File: src/rtl/pae_pkg.sv
package pae_pkg;

   // Bank size default and fixed-point constants.
   localparam int unsigned VOICES_DEFAULT = 128;
   localparam logic [15:0] ONE_Q15        = 16'h8000;
   localparam logic [6:0]  PEDAL_HOLD     = 7'd64;

   localparam logic [15:0] ATTACK_STEP_RESET   = 16'd64;
   localparam logic [15:0] DECAY_STEP_RESET    = 16'd64;
   localparam logic [15:0] SUSTAIN_LEVEL_RESET = 16'd16384;
   localparam logic [15:0] RELEASE_STEP_RESET  = 16'd64;

   typedef enum logic [1:0] {
      REQ_NOTE_ON  = 2'd0,
      REQ_NOTE_OFF = 2'd1,
      REQ_PEDAL    = 2'd2,
      REQ_TICK     = 2'd3
   } req_code_type;

   typedef enum logic [2:0] {
      STAGE_IDLE    = 3'd0,
      STAGE_ATTACK  = 3'd1,
      STAGE_DECAY   = 3'd2,
      STAGE_SUSTAIN = 3'd3,
      STAGE_RELEASE = 3'd4
   } stage_type;

   typedef enum logic [1:0] {
      CSR_ATTACK_STEP   = 2'd0,
      CSR_DECAY_STEP    = 2'd1,
      CSR_SUSTAIN_LEVEL = 2'd2,
      CSR_RELEASE_STEP  = 2'd3
   } csr_index_type;

   typedef enum logic [1:0] {
      FSM_IDLE  = 2'd0,
      FSM_EXEC  = 2'd1,
      FSM_WALK  = 2'd2,
      FSM_FETCH = 2'd3
   } fsm_type;

   typedef struct packed {
      req_code_type      req_type;
      logic [6:0]        key;
      logic signed [7:0] amount;
   } req_word_type;

   typedef struct packed {
      logic [15:0] env_level;
      stage_type   env_stage;
      logic [6:0]  voice_velocity;
   } rsp_word_type;

   typedef struct packed {
      stage_type   stage;
      logic [15:0] level;
      logic [6:0]  vel;
      logic        down;
   } voice_type;

   typedef struct packed {
      logic [15:0] attack_step;
      logic [15:0] decay_step;
      logic [15:0] sustain_level;
      logic [15:0] release_step;
   } env_cfg_type;

   typedef struct packed {
      req_code_type op;
      logic         pedal_hold;
      logic         vel_keep;
      logic [6:0]   vel;
   } step_ctrl_type;

endpackage

File: src/rtl/pae_step_unit.sv
// Shared update unit: one add/subtract and its level compares applied to one voice entry.
module pae_step_unit (
   input  pae_pkg::voice_type     cur,
   input  pae_pkg::step_ctrl_type ctrl,
   input  pae_pkg::env_cfg_type   cfg,
   output pae_pkg::voice_type     nxt
);

   logic [15:0] sus;
   logic [15:0] step;
   logic        add_mode;
   logic [16:0] op_b;
   logic [16:0] res;
   logic        above_step;
   logic [15:0] dec_level;

   always_comb begin
      sus = (cfg.sustain_level > pae_pkg::ONE_Q15) ? pae_pkg::ONE_Q15 : cfg.sustain_level;

      case (cur.stage)
         pae_pkg::STAGE_ATTACK: step = cfg.attack_step;
         pae_pkg::STAGE_DECAY:  step = cfg.decay_step;
         default:               step = cfg.release_step;
      endcase

      // The adder subtracts through the inverted operand and a carry in.
      add_mode   = (cur.stage == pae_pkg::STAGE_ATTACK);
      op_b       = add_mode ? {1'b0, step} : ~{1'b0, step};
      res        = {1'b0, cur.level} + op_b + {16'd0, ~add_mode};
      above_step = ~res[16] && (res[15:0] != 16'd0);
      dec_level  = above_step ? res[15:0] : 16'd0;

      nxt = cur;
      unique case (ctrl.op)
         pae_pkg::REQ_NOTE_ON: begin
            nxt.stage = pae_pkg::STAGE_ATTACK;
            nxt.down  = 1'b1;
            if (!ctrl.vel_keep) begin
               nxt.vel = ctrl.vel;
            end
         end
         pae_pkg::REQ_NOTE_OFF: begin
            nxt.down = 1'b0;
            if (!ctrl.pedal_hold) begin
               nxt.stage = pae_pkg::STAGE_RELEASE;
            end
         end
         pae_pkg::REQ_PEDAL: begin
            if (cur.stage != pae_pkg::STAGE_IDLE && !cur.down && !ctrl.pedal_hold) begin
               nxt.stage = pae_pkg::STAGE_RELEASE;
            end
         end
         pae_pkg::REQ_TICK: begin
            case (cur.stage)
               pae_pkg::STAGE_ATTACK: begin
                  if (res[16] || res[15]) begin
                     nxt.level = pae_pkg::ONE_Q15;
                     nxt.stage = pae_pkg::STAGE_DECAY;
                  end else begin
                     nxt.level = res[15:0];
                  end
               end
               pae_pkg::STAGE_DECAY: begin
                  if (dec_level < sus) begin
                     nxt.level = sus;
                     nxt.stage = pae_pkg::STAGE_SUSTAIN;
                  end else begin
                     nxt.level = dec_level;
                  end
               end
               pae_pkg::STAGE_RELEASE: begin
                  nxt.level = dec_level;
                  if (!above_step) begin
                     nxt.stage = pae_pkg::STAGE_IDLE;
                  end
               end
               default: begin
                  nxt.level = cur.level;
               end
            endcase
         end
         default: begin
            nxt = cur;
         end
      endcase
   end

endmodule

File: config.mk
export PLATFORM = sky130hd
export DESIGN_NAME = pae_step_unit
export DESIGN_NICKNAME = d
export VERILOG_FILES = /design/src/rtl/pae_pkg.sv /design/src/rtl/pae_step_unit.sv
export SDC_FILE = /design/constraint.sdc
export NUM_CORES = 1
export LEC_CHECK = 0
export ABC_CLOCK_PERIOD_IN_PS = 7250
export BUFFER_PORTS_ARGS = -buffer_cell sky130_fd_sc_hd__buf_2
export CELL_PAD_IN_SITES_DETAIL_PLACEMENT = 0
export CELL_PAD_IN_SITES_GLOBAL_PLACEMENT = 2
export CORE_UTILIZATION = 22
export DETAILED_ROUTE_END_ITERATION = 8
export PLACE_DENSITY = 0.9
export SYNTH_ARGS = -nofsm -noshare
export SYNTH_HDL_FRONTEND = slang
export SYNTH_SLANG_ARGS = --single-unit
File: constraint.sdc
create_clock -name vclk -period 7.25
set_clock_uncertainty 0.15 [all_clocks]
set_input_delay 0.725 -clock vclk [all_inputs]
set_output_delay 0.725 -clock vclk [all_outputs]
set_load 0.03 [all_outputs]
==> results_dict.tcl <==
set metrics [dict create \
    synth-simple-area-share_pct 27.0 \
    yosysWarnings 0 \
    drc 0 \
    seq_cells 0 \
    ant_nets 0 \
    synthAdderAreaFrac_pct 15.6 \
    grt_usage_pct 16.0 \
    status "complete, no violations" \
    min_period_ns 7.09 \
    core_um2 11500 \
    start_util_pct 22.7 \
    synth_top_cell_by_area "ha_1" \
    grt_max_degree 34 \
    post-place-ws_ns -0.000675 \
    netlist-cell-type-count 69 \
    hold_slack_ns 1.68 \
    diodes 0 \
    setup_slack_ns 0.157 \
    worstSetupPathType "in -> out" \
    ioPinCount 129 \
    die_x_um 111 \
    slowest_stage "a2111oi_1" \
    synth_compound_area_share_pct 39.8 \
    worstHoldStart "ctrl[1]" \
    vias_per_cell 5.26 \
    antenna_found_initial 0 \
    grt_pass1_vias 3250 \
    yosys-top-cells-area "ha_1, mux2_2, nand2_1" \
    cellPowerDensity_nw_per_um2 112 \
    nets 650 \
    drt_iter0_drc 208 \
    synth_cells 383 \
    grt_pass1_wl_um 16200 \
    synth_mux_area_share_pct 10.3 \
    endpoint_kind "output port" \
    syn-mean-instance-area_um2 6.81 \
    static-leakage-power_nw 1.68 \
    area_growth_pct 38.4 \
    routedWlPerCell_um 15.7 \
    vias 3458 \
    first_pass_iters 5 \
    seqCellArea_um2 0 \
    clock_buffers 0 \
    synth_top_area_share_pct 14.9 \
    synth_seq_area_share_pct 0 \
    chipHeight_um 111 \
    worstMarginPinSlew_ns 0.836 \
    synth_area_um2 2610 \
    slowest_delay_ns 0.45 \
    synth_xor_area_share_pct 2.35 \
    hold_path_class "in -> out" \
    finalHoldViolCount 0 \
    max_freq_mhz 141 \
    rows 39 \
    maxSlewViolCount 0 \
    die_area_um2 12300 \
    finalSetupViolations 0 \
    drv_cap 0 \
    final_cells 657 \
    syn-num-nets 517 \
    gp_congestion 0.964 \
    hpwlAfterDp_um 8850 \
    numPortBuffers 129 \
    gr-total-overflow 0 \
    post-route-period-util_pct 97.8 \
    holdPathStages 3 \
    crit_fanout 18 \
    final_common_cell "buf_2" \
    synth_top_family_by_area "compound AO/OA/AOI/OAI gates" \
    worstPathArrival_ns 6.22 \
    crit_path_end "nxt[14]" \
    cts_hold_buf 0 \
    start_kind "input port" \
    relSlewSlack_pct 43.8 \
    ir_worst_vdd_mv 0.0315 \
    cp.required_ns 6.38 \
    final_cell_mix "buf_2, nand2_1, ha_1" \
    fin_util_pct 31.5 \
    power.total_uw 404 \
    drive_gt1_share_pct 39.5 \
    cp-startpoint "cur[24]" \
    dp.cells 655 \
    routed_wl_um 10300 \
]
report_power, final:
group / total (mW) / switching (mW) / internal, mW / leakage [nW]
clock: 0 / 0 / 0 / 0
combinational: 0.404 / 0.233 / 0.171 / 1.68
sequential: 0 / 0 / 0 / 0
metrics by stage:
step / instance area (µm²) / TNS, ns
2_1_floorplan: 2620 / -0.0368
3_3_place_gp: 3530 / 0
3_5_place_dp: 3530 / -0.000675
4_1_cts: 3540 / 0
5_1_grt: 3610 / -1.18
6_report: 3610 / 0
critical path: cells and delay by family:
kind                       cells  cell delay (ns)
AOI/OAI and AO/OA             12             2.41
adders and majority gates      2             0.58
buffers and inverters          5             0.91
muxes                          1             0.34
and+or+nand+nor                6             1.23
synth_stat cells, types with 11 or more instances:
cell / instances
a22oi_1: 13
nand2_1: 50
o21ai_0: 34
nor3_1: 11
ha_1: 31
inv_1: 11
o21ai_1: 13
mux2_2: 23
a21o_1: 13
clkbuf_1: 16
nor2_1: 26
a21oi_1: 24
per-layer routing:
| layer | GRT usage [%] | part of all wire [%] | up-vias |
|---|---|---|---|
| met3 | 1.20 | 7.0 | 12 |
| met2 | 28.0 | 46 | 157 |
| met1 | 21.2 | 44 | 1555 |
| met5 | 0 | 0 | - |
| li1 | - | - | 1734 |
| met4 | 3.38 | 2.2 | 0 |
cells by family (layout without fill, tap and decap cells):
kind of cell / count (synthesis) / count (layout)
buffers and inverters: 30 / 161
adders and majority gates: 32 / 32
xor gates and xnor gates: 7 / 7
muxes: 24 / 24
and+or+nand+nor: 138 / 138
AOI/OAI and AO/OA: 152 / 152
final cells by class:
class,instances,area [µm²]
fillers,1262,7860
multi-input cells,353,2550
repair buffers,150,843
well taps,143,179
inverters,11,41.3
how the worst min path moves through the flow:
stage               endpoint  slack, ns
floorplan            nxt[23]       1.46
finish                nxt[2]       1.68
detailed placement    nxt[5]       1.68
global route          nxt[5]       1.68
global placement      nxt[0]       1.67
CTS                   nxt[2]       1.68
what timing repair did:
item / in CTS / in global routing
gates resized for setup: 1 / 16
cloned: 0 / 0
hold endpoints to repair: 0 / 0
buffers inserted: 0 / 2
pin swaps: 1 / 1
setup endpoints to repair: 4 / 17
No activity file was read; power rests on OpenSTA's default activity.
